<file path="src/hw/rtl/card_id_access_table_core_assert.svh">
// Assertion macros shared by the card ID access table RTL.
`ifndef CARD_ID_ACCESS_TABLE_CORE_ASSERT_SVH
`define CARD_ID_ACCESS_TABLE_CORE_ASSERT_SVH

// A property that must hold on every clock edge out of reset.
`define CIDAT_CHECK(lbl, prop, msg) \
	lbl: assert property (@(posedge clk) disable iff (!arst_n) (prop)) else $error(msg);

// A condition that must be followed by another one on the next clock edge.
`define CIDAT_CHECK_NEXT(lbl, cause, effect, msg) \
	lbl: assert property (@(posedge clk) disable iff (!arst_n) (cause) |=> (effect)) \
		else $error(msg);

`endif

</file>
<file path="src/hw/rtl/cidat_ram.sv">
// Generic single-port-write, single-port-read RAM with registered read data.
module cidat_ram #(
	parameter int WIDTH = 8,
	parameter int DEPTH = 16,
	localparam int ADDR_W = (DEPTH > 1) ? $clog2(DEPTH) : 1
) (
	input  logic              clk,
	input  logic              we,
	input  logic [ADDR_W-1:0] waddr,
	input  logic [WIDTH-1:0]  wdata,
	input  logic [ADDR_W-1:0] raddr,
	output logic [WIDTH-1:0]  rdata
);

	logic [WIDTH-1:0] mem_q [DEPTH];

	// Write port and registered read port.
	always_ff @(posedge clk) begin
		if (we) begin
			mem_q[waddr] <= wdata;
		end
		rdata <= mem_q[raddr];
	end

endmodule

</file>
<file path="config.mk">
export PLATFORM = sky130hd
export DESIGN_NAME = cidat_ram
export DESIGN_NICKNAME = d
export VERILOG_FILES = /design/src/hw/rtl/card_id_access_table_core_assert.svh /design/src/hw/rtl/cidat_ram.sv
export SDC_FILE = /design/constraint.sdc
export NUM_CORES = 1
export LEC_CHECK = 0
export BUFFER_PORTS_ARGS = -buffer_cell sky130_fd_sc_hd__buf_4
export CORE_MARGIN = 4
export CORE_UTILIZATION = 60
export DETAILED_ROUTE_END_ITERATION = 16
export HOLD_SLACK_MARGIN = 0.06
export PLACE_DENSITY = 0.75
export SYNTH_ARGS = -nofsm -noshare
export SYNTH_HDL_FRONTEND = slang
export SYNTH_SLANG_ARGS = --single-unit
export TNS_END_PERCENT = 50
</file>
<file path="constraint.sdc">
create_clock -name clk -period 3.7 [get_ports clk]
set_input_delay 0.74 -clock clk [delete_from_list [all_inputs] [get_ports clk]]
set_output_delay 0.74 -clock clk [all_outputs]
set_load 0.02 [all_outputs]
</file>
== Yosys cells after proc, flatten, opt, wreduce, memory -nomap -nowiden ==
Memory sizes are Yosys's and may differ from the RTL's. A register that Yosys moved wholly into a read port is not among the register bits.
Cells that the tools add are included.
Cells by class
  add/subtract/negate cells: 0
  $mul: 0
  divide/modulo/power cells: 0
  order comparisons: 0
  equal/unequal tests: 0
  shift-type cells: 0
  multiplexer cells: 2
  bitwise operators: 0
  reduce and logical (&&, ||, !) cells: 0
Operators with widths (number)
  2-to-1 mux 1 bit: 2
Word-level totals
  register bits: 0
  latch bits: 0
  memory bits (writable): 128
  bits in read-only memories: 0
  input port bits: 18
  output and inout port bits: 8
  word-level logic and storage cells: 3
  memories: 1
Memories
  mem_q: words 16, width 8, rd ports 1, clocked after Yosys merged registers in 1, write ports 1, RTL line cidat_ram.sv:15  | logic [WIDTH-1:0] mem_q [DEPTH];

== Longest topological paths before layout ==
  depth in word-level cells: 2
  mapped depth: 5
  depth with buffers taken out: 3

== Least setup slack after synthesis ==
Ideal clock, no wire load.
  path type: input to register
  start point: input waddr[2]
  end point: memory mem_q[0][0] (enable)
  library setup time: 383 ps
  data arrival time: 1850 ps
  required time: 3317 ps
  path slack: 1467 ps
  stages on the path: 2
  buffers on the path: 0
  cells stage by stage: or3b_2 -> nor3_1
RTL lines
  start: declaration: RTL line cidat_ram.sv:9  | input logic [ADDR_W-1:0] waddr,
  end: declaration: RTL line cidat_ram.sv:15
Straight into the memory's write port.

== Final worst setup path ==
  start point: input waddr[2]
  end point: memory mem_q[2][5] (enable)
Straight into the memory's write port.

==> results.md <==
* Status: completed
* Post-CTS Setup Bufs at 0
* Crit-path leading delay family: simple AND/OR/NAND/NOR gates
* CP arrival at about 2 ns
* TritonCTS Sinks at 136
* CTS tree: yes
* Core Region at 0.00830 mm²
* Via count of the first global-routing pass at 2,425
* Async SR Flop Fraction at 0%
* H-tree levels at 4
* Crit Reg-Reg Endpoint: rdata[7]
* Crit Path Category: in -> reg
* Most common cell in the netlist: edfxtp_1
* Slowest Stage Delay on Critical Path at 0.68 ns
* CTS Buf Count at 17
* Die width at 101 µm
* Final setup vio count at 0
* FF/Latch Area at 0.00400 mm²
* Setup TNS at 0 ns
* I/O Pins at 26
* Stages on worst setup path at 3
* IO Port Bufs at 25
* Largest net degree at the start of global routing at 33
* Top cell type's share of synthesized area at 74.7%
* Antenna violations before repair at 0
* Clock Path Buffers at 2
* Fmax at 0.520 GHz
* Most area-hungry cell type in the Yosys netlist: edfxtp_1
* Worst-skew pair later-pin latency at 0.51 ns
* N_diodes at 0
* Yosys warns at 0
* Pleak at 2.01 nW
* Initial core utilization at between 60 and 70%
* Hold Path Cell Cnt at 1
* Num rows at 33
* Critical Path Start: waddr[2]
* DRC at 0
* Initial drt markers at 254
* Gr usage total at 20.7%
* Post-DR wirelength/cell at 24.7 µm
* Root Buffer: clkbuf_8
* DR vias/cell at 6.35
* Critical Path Source Type: primary input
* Ys flop type: edfxtp_1
* Core Util, Final at 72.1%
* Post-synth top cells: edfxtp_1, mux4_2, a22oi_1
* Final ANT Viol Nets at 0
* Area of the multi-input gates at 0.00106 mm²
* Hold Fails Final Rpt at 0
* P&R area growth vs syn at 16.2%
* Crit-path slowest cell: nor2_1
* Pre-CTS setup slack at 1.24 ns
* Mean Syn Cell Area at about 22 µm²
* GRT Residual Overflow at 0
* Critical path buffer and inverter count at 1
* CP Cell Sequence: buf_4 > or3b_2 > nor2_1
* Final setup margin at 1.78 ns
* Power density cells at slightly below 600 mW/mm²
* Netlist Area Pre-Place at roughly 0.0051 mm²
* Syn nets at 247
* Syn Inst Count at 229
* Die ar. at 0.0101 mm²
* Final wirelength at between 9 and 10 mm
* #FFs+latches synth at 136
* Reg-to-reg slack, setup at 2.31 ns
* VDD IR-drop max at between 0.3 and 0.4 mV
* Fill cells at between 400 and 500
* Fin Hold WS at 0.544 ns
* DR pass1 iterations at 5
* Layout Skew at 0.00798 ns
* Worst min-delay path endpoint: mem_q[2][2]
* Dpl hpwl at 5.58 mm
* Worst Setup End Kind: flop
* Die height at between 100 and 150 µm
* Layout cell share with drive strength beyond 1 at roughly 28%
* Worst-case reg-to-reg path depth at 3
* Distinct cells, synth at 19
* Number of enable flip-flop cells after synthesis at 128
* Max_slew headroom at 32.7%
* Final Power at 3.49 mW
* Final net count at between 200 and 300
* RD Place Congestion at 0.712
* First-pass GRT wire length at 14.5 mm
* HP Start: wdata[2]
* Worst reg2reg startpoint: mem_q[0][7]
* Period utilisation layout at about half
* Routed via count at 2,446
* Worst-path clk slew at 0.06 ns
* Cts hold-fix bufs at 0
* Critical-path maximum fanout at 8
* HP Class: in -> reg
* Max Cap Viol at 0
* Sequential cell area fraction in the yosys report at 77.8%
* Worst EP required at 3.83 ns
* Largest cells by area after synthesis: edfxtp_1, mux4_2, mux4_1
* Worst slew pin tran at 1.01 ns
* Post-cts gate resize count at 0
* Post-route minimum period at 1.92 ns
* Max Slew Vio Count at 0
* RSZ-0062 raised after global routing: no
-- state kept, by name, indices dropped and copies added, names as in the netlist --
signal  flops
rdata       8
mem_q     128
-- metal layers --
layer	track usage (%)	wire, µm
met5	0	0
met3	6.23	634
met1	29.7	4060
met4	7.77	148
met2	30.6	4670
-- logic make-up (layout without fill, tap and decap cells) --
group           Yosys count  in the layout  synth area share, %
buf+inv                  10             61                 1.68
mux                      32             32                 15.0
compound gates           16             16                 2.33
flops                   136            136                 77.8
simple gates             35             35                 3.18
-- worst register-to-register path: cells and delay by family (launching register included) --
| kind | cells | cell delay, ns |
|---|---|---|
| simple gates | 1 | 0.10 |
| flops | 1 | 0.37 |
| mux | 1 | 0.48 |
| compound gates | 1 | 0.32 |
-- placed cells by master (no fill, tap or decap), types with 2 or more instances in the layout --
cell type	instances
nor3_1	4
clkbuf_8	3
dfxtp_1	8
mux4_2	18
buf_4	29
clkinvlp_4	4
clkinv_4	2
clkbuf_16	16
a22oi_1	16
nor2_1	13
nand2b_1	2
edfxtp_1	128
nand2_1	9
mux4_1	14
clkinv_2	3
nand3b_1	2
bufinv_16	2
-- power breakdown --
part,internal (mW),switching (mW),total (mW)
Combinational,0.0728,0.0970,0.170
Clock,0.989,0.600,1.59
Sequential,1.72,0.0112,1.73
-- worst max-delay path by stage --
stage / endpoint / slack, ns
final: mem_q[2][5] / 1.78
after global routing: mem_q[2][5] / 1.76
after CTS: mem_q[2][5] / 1.77
after detailed placement: mem_q[2][0] / 1.24
after global placement: mem_q[3][0] / 1.21
after floorplan: mem_q[0][0] / 1.47
-- per-stage QoR --
stage,instances,cell area (µm²)
global route,385,5980
floorplan,229,5150
CTS,385,5980
global placement,353,5410
detailed placement,353,5410
finish,385,5980
-- cell type report --
cell class,count,area share [%]
Clock inverter,12,2.11
Timing Repair Buffer,29,3.64
Clock buffer,20,7.45
Sequential cell,136,66.9
Tap cell,105,2.20
Multi-Input combinational cell,83,17.7
No activity file was read; power rests on OpenSTA's default activity.
